File: src/rtl/psgrfa_pkg.sv
`default_nettype none
// ----------------------------------------------------------------------------
// psgrfa_pkg
// Shared types, codes and helper functions of the register frame applier.
// ----------------------------------------------------------------------------
package psgrfa_pkg;

  localparam int CFG_DW   = 8;
  localparam int CFG_IW   = 1;
  localparam int PEND_W   = 14;

  localparam logic [CFG_IW-1:0] CFG_VOL_GAIN      = 1'd0;
  localparam logic [CFG_IW-1:0] CFG_STREAM_ACTIVE = 1'd1;

  localparam logic [7:0] VOL_RESET   = 8'd128;
  localparam logic [7:0] VOL_MAX     = 8'd15;
  localparam int         VOL_ENV_BIT = 4;
  localparam logic [5:0] MIX_ALL     = 6'h3F;
  localparam logic [5:0] VOICE_MIX   = 6'h09;
  localparam int         OWN_NOISE   = 3;

  localparam logic [3:0] REG_NOISE   = 4'd6;
  localparam logic [3:0] REG_MIXER   = 4'd7;
  localparam logic [3:0] REG_VOL_LO  = 4'd8;
  localparam logic [3:0] REG_VOL_HI  = 4'd10;
  localparam logic [3:0] REG_TONE_HI = 4'd5;
  localparam logic [3:0] REG_LAST    = 4'd13;

  typedef enum logic [1:0] {
    MODE_STREAM  = 2'd0,
    MODE_RESTORE = 2'd1,
    MODE_SILENCE = 2'd2
  } mode_t;

  typedef enum logic [1:0] {
    KIND_WRITE = 2'd0,
    KIND_MIXER = 2'd1,
    KIND_NONE  = 2'd2
  } kind_t;

  typedef enum logic [1:0] {
    PH_MASK_HI = 2'd0,
    PH_MASK_LO = 2'd1,
    PH_VALUES  = 2'd2
  } phase_t;

  typedef enum logic [1:0] {
    ENT_SINGLE  = 2'd0,
    ENT_RESTORE = 2'd1,
    ENT_SILENCE = 2'd2
  } ent_op_t;

  // restore sequence slots
  localparam logic [2:0] SLOT_TONE_LO = 3'd0;
  localparam logic [2:0] SLOT_TONE_HI = 3'd1;
  localparam logic [2:0] SLOT_VOL     = 3'd2;
  localparam logic [2:0] SLOT_NOISE   = 3'd3;
  localparam logic [2:0] SLOT_MIXER   = 3'd4;

  typedef struct packed {
    logic [7:0] vol;
    logic [7:0] tone_hi;
    logic [7:0] tone_lo;
  } lane_t;

  typedef struct packed {
    ent_op_t    op;
    kind_t      kind;
    logic [3:0] reg_index;
    logic [7:0] write_value;
    logic [5:0] mixer_mask;
    logic       frame_end;
    logic [1:0] voice;
    logic [3:0] own;
    logic       active;
    lane_t      lane;
    logic [7:0] noise;
    logic [7:0] mixer;
    logic [2:0] start;
  } ent_t;

  typedef struct packed {
    kind_t      kind;
    logic [3:0] reg_index;
    logic [7:0] write_value;
    logic [5:0] mixer_mask;
    logic       frame_end;
    logic       last;
  } res_t;

  function automatic logic [5:0] voice_bits(input logic [1:0] v);
    logic [5:0] b;
    b = 6'(VOICE_MIX << v);
    return b;
  endfunction

  function automatic logic [7:0] vol_scale(input logic [7:0] val, input logic [7:0] vol);
    logic [15:0] prod;
    logic [8:0]  s;
    prod = 16'(val) * 16'(vol);
    s    = prod[15:7];
    if (val[VOL_ENV_BIT]) begin
      return val;
    end else if (s > 9'(VOL_MAX)) begin
      return VOL_MAX;
    end
    return s[7:0];
  endfunction

endpackage
`default_nettype wire

File: src/rtl/psgrfa_in_if.sv
`default_nettype none
// ----------------------------------------------------------------------------
// psgrfa_in_if
// Input channel: one stream byte or command per transfer.
// ----------------------------------------------------------------------------
interface psgrfa_in_if;
  logic       valid;
  logic       ready;
  logic [1:0] mode;
  logic [7:0] data_byte;
  logic [1:0] voice;
  logic [3:0] owned_voices;

  modport source (output valid, mode, data_byte, voice, owned_voices, input ready);
  modport sink   (input valid, mode, data_byte, voice, owned_voices, output ready);
endinterface
`default_nettype wire

File: src/rtl/psgrfa_out_if.sv
`default_nettype none
// ----------------------------------------------------------------------------
// psgrfa_out_if
// Result channel: one register write, mixer update or marker per transfer.
// ----------------------------------------------------------------------------
interface psgrfa_out_if;
  logic       valid;
  logic       ready;
  logic [1:0] kind;
  logic [3:0] reg_index;
  logic [7:0] write_value;
  logic [5:0] mixer_mask;
  logic       frame_end;
  logic       last;

  modport source (output valid, kind, reg_index, write_value, mixer_mask, frame_end, last,
                  input ready);
  modport sink   (input valid, kind, reg_index, write_value, mixer_mask, frame_end, last,
                  output ready);
endinterface
`default_nettype wire

File: src/rtl/psgrfa_front.sv
`default_nettype none
// ----------------------------------------------------------------------------
// psgrfa_front
// Frame parser and register shadow; turns each input into one queue entry.
// ----------------------------------------------------------------------------
module psgrfa_front (
  input  wire logic                 clk,
  input  wire logic                 rst_n,
  psgrfa_in_if.sink                 in_ch,
  input  wire logic                 q_full,
  input  wire logic [7:0]           vol_gain,
  input  wire logic                 stream_active,
  output logic                      push,
  output psgrfa_pkg::ent_t          push_ent
);

  psgrfa_pkg::phase_t             phase_r, phase_nxt;
  logic [psgrfa_pkg::PEND_W-1:0]  pm_r, pm_nxt;
  psgrfa_pkg::lane_t              lane_r [3];
  psgrfa_pkg::lane_t              lane_nxt [3];
  logic [7:0]                     noise_r, noise_nxt;
  logic [7:0]                     mixer_r, mixer_nxt;

  logic [psgrfa_pkg::PEND_W-1:0]  pm_lo, pm_clr;
  logic [3:0]                     sel;
  logic                           owned;
  logic [5:0]                     keep;
  logic [2:0]                     unowned;
  logic [7:0]                     b;
  logic [3:0]                     own;

  assign in_ch.ready = !q_full;
  assign push        = in_ch.valid && in_ch.ready;
  assign b           = in_ch.data_byte;
  assign own         = in_ch.owned_voices;
  assign unowned     = ~own[2:0];
  assign pm_lo       = pm_r | psgrfa_pkg::PEND_W'(b);
  assign pm_clr      = pm_r & (pm_r - psgrfa_pkg::PEND_W'(1));

  always_comb begin
    sel = psgrfa_pkg::REG_LAST;
    for (int i = psgrfa_pkg::PEND_W - 2; i >= 0; i--) begin
      if (pm_r[i]) sel = 4'(i);
    end
  end

  always_comb begin
    keep = '0;
    for (int v = 0; v < 3; v++) begin
      if (own[v]) keep = keep | psgrfa_pkg::voice_bits(2'(v));
    end
  end

  always_comb begin
    if (sel <= psgrfa_pkg::REG_TONE_HI) begin
      owned = own[sel[2:1]];
    end else if (sel >= psgrfa_pkg::REG_VOL_LO && sel <= psgrfa_pkg::REG_VOL_HI) begin
      owned = own[sel[1:0]];
    end else if (sel == psgrfa_pkg::REG_NOISE) begin
      owned = own[psgrfa_pkg::OWN_NOISE];
    end else begin
      owned = 1'b0;
    end
  end

  always_comb begin
    phase_nxt = phase_r;
    pm_nxt    = pm_r;
    lane_nxt  = lane_r;
    noise_nxt = noise_r;
    mixer_nxt = mixer_r;

    push_ent             = '0;
    push_ent.op          = psgrfa_pkg::ENT_SINGLE;
    push_ent.kind        = psgrfa_pkg::KIND_NONE;
    push_ent.voice       = in_ch.voice;
    push_ent.own         = own;
    push_ent.active      = stream_active;
    push_ent.lane        = (in_ch.voice == 2'd3) ? '0 : lane_r[in_ch.voice];
    push_ent.noise       = noise_r;
    push_ent.mixer       = mixer_r;

    unique case (in_ch.mode)
      psgrfa_pkg::MODE_STREAM: begin
        if (phase_r == psgrfa_pkg::PH_MASK_LO) begin
          pm_nxt             = pm_lo;
          phase_nxt          = (pm_lo == '0) ? psgrfa_pkg::PH_MASK_HI : psgrfa_pkg::PH_VALUES;
          push_ent.frame_end = (pm_lo == '0);
        end else if (phase_r != psgrfa_pkg::PH_VALUES || pm_r == '0) begin
          pm_nxt    = {b[5:0], 8'h00};
          phase_nxt = psgrfa_pkg::PH_MASK_LO;
        end else begin
          pm_nxt             = pm_clr;
          push_ent.frame_end = (pm_clr == '0);
          if (pm_clr == '0) phase_nxt = psgrfa_pkg::PH_MASK_HI;

          if (sel <= psgrfa_pkg::REG_TONE_HI) begin
            if (sel[0]) lane_nxt[sel[2:1]].tone_hi = b;
            else        lane_nxt[sel[2:1]].tone_lo = b;
          end else if (sel >= psgrfa_pkg::REG_VOL_LO && sel <= psgrfa_pkg::REG_VOL_HI) begin
            lane_nxt[sel[1:0]].vol = b;
          end else if (sel == psgrfa_pkg::REG_NOISE) begin
            noise_nxt = b;
          end else if (sel == psgrfa_pkg::REG_MIXER) begin
            mixer_nxt = b;
          end

          if (owned) begin
            push_ent.kind = psgrfa_pkg::KIND_NONE;
          end else if (sel == psgrfa_pkg::REG_MIXER) begin
            push_ent.kind        = psgrfa_pkg::KIND_MIXER;
            push_ent.reg_index   = psgrfa_pkg::REG_MIXER;
            push_ent.write_value = {2'b00, b[5:0] & ~keep};
            push_ent.mixer_mask  = psgrfa_pkg::MIX_ALL & ~keep;
          end else begin
            push_ent.kind        = psgrfa_pkg::KIND_WRITE;
            push_ent.reg_index   = sel;
            push_ent.write_value =
              (sel >= psgrfa_pkg::REG_VOL_LO && sel <= psgrfa_pkg::REG_VOL_HI) ?
              psgrfa_pkg::vol_scale(b, vol_gain) : b;
          end
        end
      end
      psgrfa_pkg::MODE_RESTORE: begin
        if (in_ch.voice != 2'd3) begin
          push_ent.op    = psgrfa_pkg::ENT_RESTORE;
          push_ent.start = stream_active ? psgrfa_pkg::SLOT_TONE_LO : psgrfa_pkg::SLOT_VOL;
        end
      end
      psgrfa_pkg::MODE_SILENCE: begin
        if (unowned != '0) begin
          push_ent.op    = psgrfa_pkg::ENT_SILENCE;
          push_ent.start = unowned[0] ? 3'b000 : (unowned[1] ? 3'b010 : 3'b100);
        end
      end
      default: begin
      end
    endcase
  end

  always_ff @(posedge clk) begin
    if (!rst_n) begin
      phase_r <= psgrfa_pkg::PH_MASK_HI;
      pm_r    <= '0;
      lane_r  <= '{default: '0};
      noise_r <= '0;
      mixer_r <= '0;
    end else if (push) begin
      phase_r <= phase_nxt;
      pm_r    <= pm_nxt;
      lane_r  <= lane_nxt;
      noise_r <= noise_nxt;
      mixer_r <= mixer_nxt;
    end
  end

  a_values_pending: assert property (@(posedge clk) disable iff (!rst_n)
    (phase_r == psgrfa_pkg::PH_VALUES) |-> (pm_r != '0))
    else $error("value phase with empty pending mask");

endmodule
`default_nettype wire

File: src/rtl/psgrfa_queue.sv
`default_nettype none
// ----------------------------------------------------------------------------
// psgrfa_queue
// Small FIFO of classified entries between parser and result sequencer.
// ----------------------------------------------------------------------------
module psgrfa_queue #(
  parameter int DEPTH = 4
) (
  input  wire logic             clk,
  input  wire logic             rst_n,
  input  wire logic             push,
  input  wire psgrfa_pkg::ent_t push_ent,
  input  wire logic             pop,
  output logic                  full,
  output logic                  q_valid,
  output psgrfa_pkg::ent_t      head
);

  localparam int AW = $clog2(DEPTH);
  localparam int CW = $clog2(DEPTH + 1);

  psgrfa_pkg::ent_t mem_r [DEPTH];
  logic [AW-1:0]    wp_r, rp_r;
  logic [CW-1:0]    count_r;

  assign full    = (count_r == CW'(DEPTH));
  assign q_valid = (count_r != '0);
  assign head    = mem_r[rp_r];

  always_ff @(posedge clk) begin
    if (push) mem_r[wp_r] <= push_ent;
  end

  always_ff @(posedge clk) begin
    if (!rst_n) begin
      wp_r    <= '0;
      rp_r    <= '0;
      count_r <= '0;
    end else begin
      if (push) wp_r <= (wp_r == AW'(DEPTH - 1)) ? '0 : wp_r + AW'(1);
      if (pop)  rp_r <= (rp_r == AW'(DEPTH - 1)) ? '0 : rp_r + AW'(1);
      if (push && !pop)      count_r <= count_r + CW'(1);
      else if (pop && !push) count_r <= count_r - CW'(1);
    end
  end

  a_no_overflow: assert property (@(posedge clk) disable iff (!rst_n)
    push |-> !full)
    else $error("queue push while full");

  a_no_underflow: assert property (@(posedge clk) disable iff (!rst_n)
    pop |-> q_valid)
    else $error("queue pop while empty");

endmodule
`default_nettype wire

File: src/rtl/psgrfa_back.sv
`default_nettype none
// ----------------------------------------------------------------------------
// psgrfa_back
// Result sequencer: expands queue entries into results, one per cycle while
// the output is ready, through a registered output stage.
// ----------------------------------------------------------------------------
module psgrfa_back (
  input  wire logic             clk,
  input  wire logic             rst_n,
  input  wire logic             q_valid,
  input  wire psgrfa_pkg::ent_t head,
  input  wire logic [7:0]       vol_gain,
  output logic                  q_pop,
  psgrfa_out_if.source          out_ch
);

  logic              act_r;
  logic [2:0]        step_r;
  logic              out_valid_r;
  psgrfa_pkg::res_t  out_r;

  logic [2:0]        cur, step_nxt;
  logic              last_e, load;
  logic [5:0]        vb;
  logic [1:0]        sv;
  psgrfa_pkg::res_t  res;

  assign cur   = act_r ? step_r : head.start;
  assign sv    = cur[2:1];
  assign load  = q_valid && (!out_valid_r || out_ch.ready);
  assign q_pop = load && last_e;

  always_comb begin
    res      = '0;
    res.kind = psgrfa_pkg::KIND_NONE;
    last_e   = 1'b1;
    step_nxt = cur;
    vb       = '0;
    unique case (head.op)
      psgrfa_pkg::ENT_SINGLE: begin
        res.kind        = head.kind;
        res.reg_index   = head.reg_index;
        res.write_value = head.write_value;
        res.mixer_mask  = head.mixer_mask;
        res.frame_end   = head.frame_end;
      end
      psgrfa_pkg::ENT_RESTORE: begin
        vb = psgrfa_pkg::voice_bits(head.voice);
        case (cur)
          psgrfa_pkg::SLOT_TONE_LO: begin
            res.kind        = psgrfa_pkg::KIND_WRITE;
            res.reg_index   = {1'b0, head.voice, 1'b0};
            res.write_value = head.lane.tone_lo;
            last_e          = 1'b0;
            step_nxt        = psgrfa_pkg::SLOT_TONE_HI;
          end
          psgrfa_pkg::SLOT_TONE_HI: begin
            res.kind        = psgrfa_pkg::KIND_WRITE;
            res.reg_index   = {1'b0, head.voice, 1'b1};
            res.write_value = head.lane.tone_hi;
            last_e          = 1'b0;
            step_nxt        = psgrfa_pkg::SLOT_VOL;
          end
          psgrfa_pkg::SLOT_VOL: begin
            res.kind        = psgrfa_pkg::KIND_WRITE;
            res.reg_index   = {2'b10, head.voice};
            res.write_value = head.active ?
                              psgrfa_pkg::vol_scale(head.lane.vol, vol_gain) : '0;
            last_e          = 1'b0;
            step_nxt        = (head.own[psgrfa_pkg::OWN_NOISE] || !head.active) ?
                              psgrfa_pkg::SLOT_MIXER : psgrfa_pkg::SLOT_NOISE;
          end
          psgrfa_pkg::SLOT_NOISE: begin
            res.kind        = psgrfa_pkg::KIND_WRITE;
            res.reg_index   = psgrfa_pkg::REG_NOISE;
            res.write_value = head.noise;
            last_e          = 1'b0;
            step_nxt        = psgrfa_pkg::SLOT_MIXER;
          end
          default: begin
            res.kind        = psgrfa_pkg::KIND_MIXER;
            res.reg_index   = psgrfa_pkg::REG_MIXER;
            res.write_value = {2'b00, head.active ? (head.mixer[5:0] & vb) : vb};
            res.mixer_mask  = vb;
          end
        endcase
      end
      psgrfa_pkg::ENT_SILENCE: begin
        vb = psgrfa_pkg::voice_bits(sv);
        if (!cur[0]) begin
          res.kind      = psgrfa_pkg::KIND_WRITE;
          res.reg_index = {2'b10, sv};
          last_e        = 1'b0;
          step_nxt      = {sv, 1'b1};
        end else begin
          res.kind        = psgrfa_pkg::KIND_MIXER;
          res.reg_index   = psgrfa_pkg::REG_MIXER;
          res.write_value = {2'b00, vb};
          res.mixer_mask  = vb;
          // move on to the next voice that effects leave free
          if (sv == 2'd0 && !head.own[1]) begin
            last_e   = 1'b0;
            step_nxt = 3'b010;
          end else if (sv <= 2'd1 && !head.own[2]) begin
            last_e   = 1'b0;
            step_nxt = 3'b100;
          end
        end
      end
      default: begin
      end
    endcase
    res.last = last_e;
  end

  always_ff @(posedge clk) begin
    if (!rst_n) begin
      act_r       <= 1'b0;
      step_r      <= '0;
      out_valid_r <= 1'b0;
    end else begin
      if (load) begin
        out_valid_r <= 1'b1;
        act_r       <= !last_e;
        step_r      <= step_nxt;
      end else if (out_ch.ready) begin
        out_valid_r <= 1'b0;
      end
    end
  end

  always_ff @(posedge clk) begin
    if (load) out_r <= res;
  end

  assign out_ch.valid       = out_valid_r;
  assign out_ch.kind        = out_r.kind;
  assign out_ch.reg_index   = out_r.reg_index;
  assign out_ch.write_value = out_r.write_value;
  assign out_ch.mixer_mask  = out_r.mixer_mask;
  assign out_ch.frame_end   = out_r.frame_end;
  assign out_ch.last        = out_r.last;

  a_active_has_entry: assert property (@(posedge clk) disable iff (!rst_n)
    act_r |-> q_valid)
    else $error("sequencer mid-entry with empty queue");

  a_pop_marks_last: assert property (@(posedge clk) disable iff (!rst_n)
    q_pop |=> (out_ch.valid && out_ch.last))
    else $error("entry retired without a last result");

endmodule
`default_nettype wire

File: src/rtl/psg_register_frame_applier.sv
`default_nettype none
// ----------------------------------------------------------------------------
// psg_register_frame_applier
// Sound-chip register frame applier: parses change-mask frames, applies
// effect ownership and volume scaling, and emits register writes.
// ----------------------------------------------------------------------------
// Takes one input transfer per cycle while the internal queue has room.
// A stream byte or an unused mode gives one result, a voice restore gives
// two results (stream inactive), four or five (stream active), and a
// silence command two per unowned voice; a restore of voice 3 or a silence
// with every voice owned gives a single marker. The result sequencer emits
// one result per cycle through a registered output stage, so sustained rate
// is one result per clock while the output is ready; the parser runs ahead
// by up to QUEUE_DEPTH entries. The first result of an input passes through
// the queue and then the output register, and transfers when the output is ready.
module psg_register_frame_applier #(
  parameter int QUEUE_DEPTH = 4
) (
  input  wire logic                            clk,
  input  wire logic                            rst_n,
  psgrfa_in_if.sink                            in_ch,
  psgrfa_out_if.source                         out_ch,
  input  wire logic                            cfg_we,
  input  wire logic [psgrfa_pkg::CFG_IW-1:0]   cfg_index,
  input  wire logic [psgrfa_pkg::CFG_DW-1:0]   cfg_wdata
);

  logic [7:0]        vol_gain_r;
  logic              stream_active_r;

  logic              push, pop, full, q_valid;
  psgrfa_pkg::ent_t  push_ent, head;

  always_ff @(posedge clk) begin
    if (!rst_n) begin
      vol_gain_r      <= psgrfa_pkg::VOL_RESET;
      stream_active_r <= 1'b0;
    end else if (cfg_we) begin
      unique case (cfg_index)
        psgrfa_pkg::CFG_VOL_GAIN:      vol_gain_r      <= cfg_wdata[7:0];
        psgrfa_pkg::CFG_STREAM_ACTIVE: stream_active_r <= cfg_wdata[0];
        default: begin
        end
      endcase
    end
  end

  psgrfa_front u_front (
    .clk           (clk),
    .rst_n         (rst_n),
    .in_ch         (in_ch),
    .q_full        (full),
    .vol_gain      (vol_gain_r),
    .stream_active (stream_active_r),
    .push          (push),
    .push_ent      (push_ent)
  );

  psgrfa_queue #(
    .DEPTH (QUEUE_DEPTH)
  ) u_queue (
    .clk      (clk),
    .rst_n    (rst_n),
    .push     (push),
    .push_ent (push_ent),
    .pop      (pop),
    .full     (full),
    .q_valid  (q_valid),
    .head     (head)
  );

  psgrfa_back u_back (
    .clk      (clk),
    .rst_n    (rst_n),
    .q_valid  (q_valid),
    .head     (head),
    .vol_gain (vol_gain_r),
    .q_pop    (pop),
    .out_ch   (out_ch)
  );

endmodule
`default_nettype wire

File: src/flat_wrapper.sv
// flat-port wrapper written by rule: the top's interface ports become plain ports
module psg_register_frame_applier_flat 
#(
  parameter int QUEUE_DEPTH = 4
)
  (clk, rst_n, cfg_we, cfg_index, cfg_wdata, in_ch_valid, in_ch_mode, in_ch_data_byte, in_ch_voice, in_ch_owned_voices, in_ch_ready, out_ch_valid, out_ch_kind, out_ch_reg_index, out_ch_write_value, out_ch_mixer_mask, out_ch_frame_end, out_ch_last, out_ch_ready);
  psgrfa_in_if in_ch_i ();
  psgrfa_out_if out_ch_i ();
  input  wire logic clk;
  input  wire logic rst_n;
  input  wire logic cfg_we;
  input  wire logic [psgrfa_pkg::CFG_IW-1:0] cfg_index;
  input  wire logic [psgrfa_pkg::CFG_DW-1:0] cfg_wdata;
  input wire logic [$bits(in_ch_i.valid)-1:0] in_ch_valid;
  input wire logic [$bits(in_ch_i.mode)-1:0] in_ch_mode;
  input wire logic [$bits(in_ch_i.data_byte)-1:0] in_ch_data_byte;
  input wire logic [$bits(in_ch_i.voice)-1:0] in_ch_voice;
  input wire logic [$bits(in_ch_i.owned_voices)-1:0] in_ch_owned_voices;
  output wire logic [$bits(in_ch_i.ready)-1:0] in_ch_ready;
  output wire logic [$bits(out_ch_i.valid)-1:0] out_ch_valid;
  output wire logic [$bits(out_ch_i.kind)-1:0] out_ch_kind;
  output wire logic [$bits(out_ch_i.reg_index)-1:0] out_ch_reg_index;
  output wire logic [$bits(out_ch_i.write_value)-1:0] out_ch_write_value;
  output wire logic [$bits(out_ch_i.mixer_mask)-1:0] out_ch_mixer_mask;
  output wire logic [$bits(out_ch_i.frame_end)-1:0] out_ch_frame_end;
  output wire logic [$bits(out_ch_i.last)-1:0] out_ch_last;
  input wire logic [$bits(out_ch_i.ready)-1:0] out_ch_ready;
  assign in_ch_i.valid = in_ch_valid;
  assign in_ch_i.mode = in_ch_mode;
  assign in_ch_i.data_byte = in_ch_data_byte;
  assign in_ch_i.voice = in_ch_voice;
  assign in_ch_i.owned_voices = in_ch_owned_voices;
  assign in_ch_ready = in_ch_i.ready;
  assign out_ch_valid = out_ch_i.valid;
  assign out_ch_kind = out_ch_i.kind;
  assign out_ch_reg_index = out_ch_i.reg_index;
  assign out_ch_write_value = out_ch_i.write_value;
  assign out_ch_mixer_mask = out_ch_i.mixer_mask;
  assign out_ch_frame_end = out_ch_i.frame_end;
  assign out_ch_last = out_ch_i.last;
  assign out_ch_i.ready = out_ch_ready;
  psg_register_frame_applier #(.QUEUE_DEPTH(QUEUE_DEPTH)) u_core (.clk(clk), .rst_n(rst_n), .in_ch(in_ch_i), .out_ch(out_ch_i), .cfg_we(cfg_we), .cfg_index(cfg_index), .cfg_wdata(cfg_wdata));
endmodule
File: config.mk
export PLATFORM = sky130hd
export DESIGN_NAME = psg_register_frame_applier_flat
export DESIGN_NICKNAME = d
export VERILOG_FILES = /design/src/rtl/psgrfa_pkg.sv /design/src/rtl/psgrfa_in_if.sv /design/src/rtl/psgrfa_out_if.sv /design/src/rtl/psgrfa_front.sv /design/src/rtl/psgrfa_queue.sv /design/src/rtl/psgrfa_back.sv /design/src/rtl/psg_register_frame_applier.sv /design/src/flat_wrapper.sv
export SDC_FILE = /design/constraint.sdc
export NUM_CORES = 1
export LEC_CHECK = 0
export ABC_CLOCK_PERIOD_IN_PS = 6650
export BUFFER_PORTS_ARGS = -buffer_cell sky130_fd_sc_hd__buf_2
export CAP_MARGIN = 20
export CORE_ASPECT_RATIO = 0.5
export CORE_MARGIN = 2
export CORE_UTILIZATION = 40
export DETAILED_ROUTE_END_ITERATION = 16
export GPL_TIMING_DRIVEN = 0
export SLEW_MARGIN = 20
export SYNTH_ARGS = -nofsm -noshare
export SYNTH_HDL_FRONTEND = slang
export SYNTH_SLANG_ARGS = --single-unit
File: constraint.sdc
create_clock -name clk -period 6.65 [get_ports clk]
set_input_delay 1.6625 -clock clk [delete_from_list [all_inputs] [get_ports clk]]
set_output_delay 1.6625 -clock clk [all_outputs]
set_load 0.005 [all_outputs]
Yosys cells after proc, flatten, opt, wreduce, memory -nomap -nowiden
Memories as Yosys holds them, arrays and structs flattened. A register that Yosys moved wholly into a read port is not among the register bits.
Index checks and enable logic that the tools add are counted.
{"block": "op_classes", "addsub": 5, "n_mul": 2, "order_cmp": 13, "n_eq_ne": 16, "n_shift": 2, "n_mux": 109, "n_bitwise": 15, "n_reduce_logical": 42}
{"cell": "$bwmux W72", "n": 3}
{"cell": "$mux W72", "n": 3}
{"cell": "$demux W24 S2", "n": 3}
{"cell": "$mux W24", "n": 4}
{"cell": "$mux W8", "n": 9}
{"cell": "$pmux W20 S3", "n": 1}
{"cell": "$pmux W13 S4", "n": 1}
{"cell": "$bmux W24 S2", "n": 1}
{"cell": "$logic_not A14 Y1", "n": 3}
{"cell": "$mux W21", "n": 2}
{"cell": "$mux W4", "n": 10}
{"cell": "$mux W3", "n": 13}
{"cell": "$mul A8 B8 Y16", "n": 2}
{"cell": "$mux W14", "n": 2}
{"cell": "$mux W1", "n": 27}
{"cell": "$mux W2", "n": 12}
{"cell": "$mux W6", "n": 4}
{"cell": "$mux W20", "n": 1}
{"cell": "$gt A9 B4 Y1 const B", "n": 2}
{"cell": "$mux W18", "n": 1}
{"cell": "$mux W16", "n": 1}
{"cell": "$and A14 B14 Y14", "n": 1}
{"cell": "$or A14 B8 Y14", "n": 1}
{"cell": "$sub A14 B1 Y14 const B", "n": 1}
{"cell": "other kinds (44)", "n": 96}
{"block": "totals", "regBits": 147, "ram_bits": 292, "inputBits": 30, "out_inout_bits": 24, "word_cells": 232, "n_memories": 1}
{"name": "u_core.u_queue.mem_r", "words": 4, "width": 73, "rd": 1, "rd_ports_with_merged_regs": 1, "wr": 1, "line_no": "psgrfa_queue.sv:22", "rtl": "psgrfa_pkg::ent_t mem_r [DEPTH];"}

Depth between registers and ports, before layout
{"block": "logic_depth", "word_depth": 28, "mapped_depth": 22, "depth_no_buf": 19}

Cells and area by module
Synthesis repeated with hierarchy kept, for this count alone.
{"block": "unflattened", "hier_cells": 1787, "hier_area_um2": 22689.3}
{"module": "psgrfa_queue", "instances": 1, "cells_each": 425, "area_per_inst_um2": 11066.9, "seq_area_each_um2": 8948.6}
{"module": "psgrfa_front", "instances": 1, "cells_each": 873, "area_per_inst_um2": 7295.7, "seq_area_each_um2": 2082.0}
{"module": "psgrfa_back", "instances": 1, "cells_each": 449, "area_per_inst_um2": 3938.8, "seq_area_each_um2": 760.7}
{"module": "psg_register_frame_applier", "instances": 1, "cells_each": 40, "area_per_inst_um2": 387.9, "seq_area_each_um2": 180.2}

Worst setup path before layout
No wires, ideal clock.
{"block": "synth_path", "path_type": "input-to-reg", "from": "input in_ch_data_byte[4]", "to": "memory u_core.u_queue.mem_r[0][57] in the netlist's numbering (data pin)", "setup_time_ns": 0.230, "arrival_ns": 6.313, "required_time_ns": 6.420, "path_slack_ns": 0.108, "path_stages": 18, "n_path_buf": 2, "cell_sequence": "clkbuf_1 > clkbuf_1 > nand2_1 > fa_1 > fa_1 > inv_1 > fa_1 > inv_1 > fa_1 > inv_1 > ha_1 > a211oi_1 > nor2_1 > o31a_1 > o31ai_1 > xor2_1 > and4_1 > a221oi_1"}
{"item": "from (decl)", "line_no": "flat_wrapper.sv:16", "rtl": "input wire logic [$bits(in_ch_i.data_byte)-1:0] in_ch_data_byte;"}
{"item": "to (decl)", "line_no": "psgrfa_queue.sv:22"}

==> out/results.ini <==
[run_status]
status=finished clean

[hold_path]
min_from=u_core.u_front.lane_r[50]
hold_depth=2
min_to=u_core.u_front.lane_r[50]
hp-class=reg2reg

[routing]
dr.first_iter.drc_count=1245
ant_nets=0
num_vias=14080
viasPerCell=5.447
routedWlPerCell_um=21.75
route.detailed.drc=0
drt-total-wl_um=56210
dr.pass1.iters=5

[worst_setup_path]
crit_type=in2reg
required_ns=6.92
reg2regPathDepth=20
reg2reg_slack_ns=0.30
critPathMaxFanout=10
critPathLaunchType=primary input
crit_arrival_ns=6.75
cp-end-kind=flop
r2r-end=u_core.u_back.out_ch.write_value[2]

[yosys]
yosys.area_share.simple=0.1322
syn-num-nets=1935
synth_common_cells=edfxtp_1, nand2_1, dfxtp_1, mux2i_1, inv_1
synth-adder-area-share=0.1172
ys_seq_area_frac=0.5162
synth_top_family_by_area=simple AND/OR/NAND/NOR gates
synthMuxAreaShare=0.1142
syn_area_mm2=0.02137
yosysTopAreaCell=edfxtp_1
yosysTopAreaCellShare=0.3991
synth_edf_count=284
synthFlopType=edfxtp_1
synthXorXnorAreaFrac=0.006148
synth_cell_types=79
synth_top_cells_by_area=edfxtp_1, dfxtp_1, fa_1
ys_ff_latch=409
synth_compound_area_frac=0.07788
synth_cells=1749
yosysMostFrequentCell=edfxtp_1
async_flop_share=0
yosysWarnings=0
synth_area_per_cell_um2=12.22

[timing]
skew_ns=0.03652
timing.final.crit_share=0.9740
report.final.slew_viol_count=0
setup_viol=0
max_freq_mhz=154.4
fin_ws_ns=0.1727
tightest_slew_ns=1.195
fin_crit_ns=6.477
tns_ns=0
slew_headroom=0.2035
hold_viol_final=0

[place]
gp_congestion=0.9004
pre_cts_slack_ns=-1.188
dpl.hpwl_um=40150
portBuffers=52
place_inst=2506

[clock_network]
clock-root-buffer=clkbuf_16
cts_tree=done
cts.clk_slew.worst_paths_ns=0.06
ctsHoldBuffers=0
ctsLongestPathBuffers=3
clkLatencyLatePin_ns=0.56
cts_made_buffers=40
cts_sinks=409
htreeDepth=2

[global_routing]
use_met1=0.2929
grt_max_degree=47
use_met2=0.3210
grt_pass1_vias=13860
grt_overflow=0
grt_busiest_layer=met2
grt_usage=0.2058
antenna_found_initial=1
grt_pass1_wl_um=85770
use_met3=0.04751

[floorplan]
die_x_um=330.9
start_util=0.4083
core_mm2=0.05234
boundaryPins=54
die-area_mm2=0.05540
die_y_um=167.4
rows=59

[power]
switchingPower_mw=2.403
cellPowerDensity_mw_per_mm2=309.4
seqPwrFrac=0.410
switching_share=0.3226
max-vdd-ir-drop_uv=221.0
p_int_mw=5.045
power_frac_comb=0.284
leakage_nw=8.811
power.clock.fraction=0.306
power_mw=7.448

[job]
maxCapViolations=0

[final_layout]
drive_above_1_share=0.1259
fin_nets=2036
finalNonFillerCells=2584
seq_area_mm2=0.01103
utilization=0.4599
fill_cells=4720
multi_input_area_mm2=0.009620
area_growth_pct=12.66

-- flip-flops by register name (all words and copies together), names as in the netlist, 4 cells and up, named ones only --
| signal | flops |
|---|---|
| u_core.u_back.out_ch.mixer_mask | 4 |
| u_core.u_front.pm_r | 14 |
| u_core.u_back.out_ch.write_value | 8 |
| u_core.u_queue.mem_r | 264 |
| u_core.vol_gain_r | 8 |
| u_core.u_front.mixer_r | 6 |
| u_core.u_front.lane_r | 72 |
| u_core.u_front.noise_r | 8 |
| u_core.u_back.out_ch.reg_index | 4 |
-- how the worst max path moves through the flow --
stage,from,end,slack (ns),cells after the start
final,in_ch_data_byte[4],u_core.u_queue.mem_r[1][60],0.17,19
after global routing,in_ch_data_byte[4],u_core.u_queue.mem_r[1][60],-0.003,19
after CTS,in_ch_data_byte[4],u_core.u_queue.mem_r[3][57],0.004,18
after floorplan,in_ch_data_byte[4],u_core.u_queue.mem_r[0][57],0.11,18
after detailed placement,in_ch_data_byte[4],u_core.u_queue.mem_r[3][59],-1.19,18
after global placement,in_ch_data_byte[4],u_core.u_queue.mem_r[2][59],-1.10,18
-- through the flow --
| step | instance area [µm²] | hold WS (ns) |
|---|---|---|
| finish | 24070 | 0.4631 |
| global route | 24070 | 0.4884 |
| CTS | 23980 | 0.4650 |
| detailed placement | 22630 | 0.4515 |
| global placement | 22510 | 0.4484 |
| floorplan | 21370 | 0.4322 |
-- worst max-delay path, stage by stage --
cell	delay, ns
buf_2	0.28
buf_4	0.26
nand2_1	0.09
fa_1	0.50
fa_1	0.54
inv_1	0.05
fa_1	0.48
inv_1	0.05
fa_1	0.49
inv_1	0.05
ha_1	0.35
a211oi_1	0.27
nor2_1	0.10
o31a_1	0.37
a2111o_1	0.46
a2bb2oi_1	0.15
nand4_1	0.15
o211ai_1	0.12
a21bo_2	0.29
-- cell type report --
type / count / area share
inverter: 109 / 0.01700
clock buffer: 54 / 0.04589
antenna: 1 / 0.0001040
multi-input combinational: 1144 / 0.3996
timing repair buffer: 66 / 0.01850
sequential: 409 / 0.4582
clock inverter: 20 / 0.008732
tap: 701 / 0.03643
buffer: 80 / 0.01549
-- what timing repair did --
action,4_1_cts,5_1_grt
resized for setup,12,18
pin swaps,0,2
setup buffers,5,5
endpoints found under the setup margin,20,20
-- power groups by stage --
| stage | combinational (mW) | sequential [mW] | clock, mW |
|---|---|---|---|
| 3_5_place_dp | 2.06 | 3.11 | 0 |
| 3_3_place_gp | 2.02 | 3.12 | 0 |
| 5_1_grt | 2.32 | 3.08 | 2.42 |
| 2_1_floorplan | 1.37 | 3.11 | 0 |
| 6_report | 2.11 | 3.06 | 2.28 |
| 4_1_cts | 2.09 | 3.06 | 2.31 |
-- cells in the final DEF, fill, tap and decap left out, drive strengths merged, types with 11 or more instances in the layout --
cell type and n:
edfxtp 284, nand2 183, dfxtp 125, mux2i 113, clkbuf 111, inv 110
buf 89, ha 85, and2 85, nor2 78, fa 71, nor2b 70
o21ai 63, a21oi 60, mux4 58, nand3 50, a21boi 22, nor3 17
nand2b 15, clkinv 15, a22oi 12, and3 11
-- routing by layer --
layer,share of wire,up-vias,wire [µm]
li1,-,6507,-
met1,0.45,7035,25290
met2,0.45,460,25170
met3,0.082,74,4600
met4,0.020,0,1145
met5,0,-,0
-- logic make-up (layout without fill, tap and decap cells) --
| kind of cell | after synthesis | after routing |
|---|---|---|
| buf+inv | 196 | 329 |
| other cells | 0 | 1 |
| xor+xnor | 15 | 15 |
| mux | 171 | 171 |
| flops | 409 | 409 |
| compound gates | 252 | 252 |
| fa+ha+maj | 158 | 158 |
| simple gates | 548 | 548 |
Power figures use the tool's default switching activity.
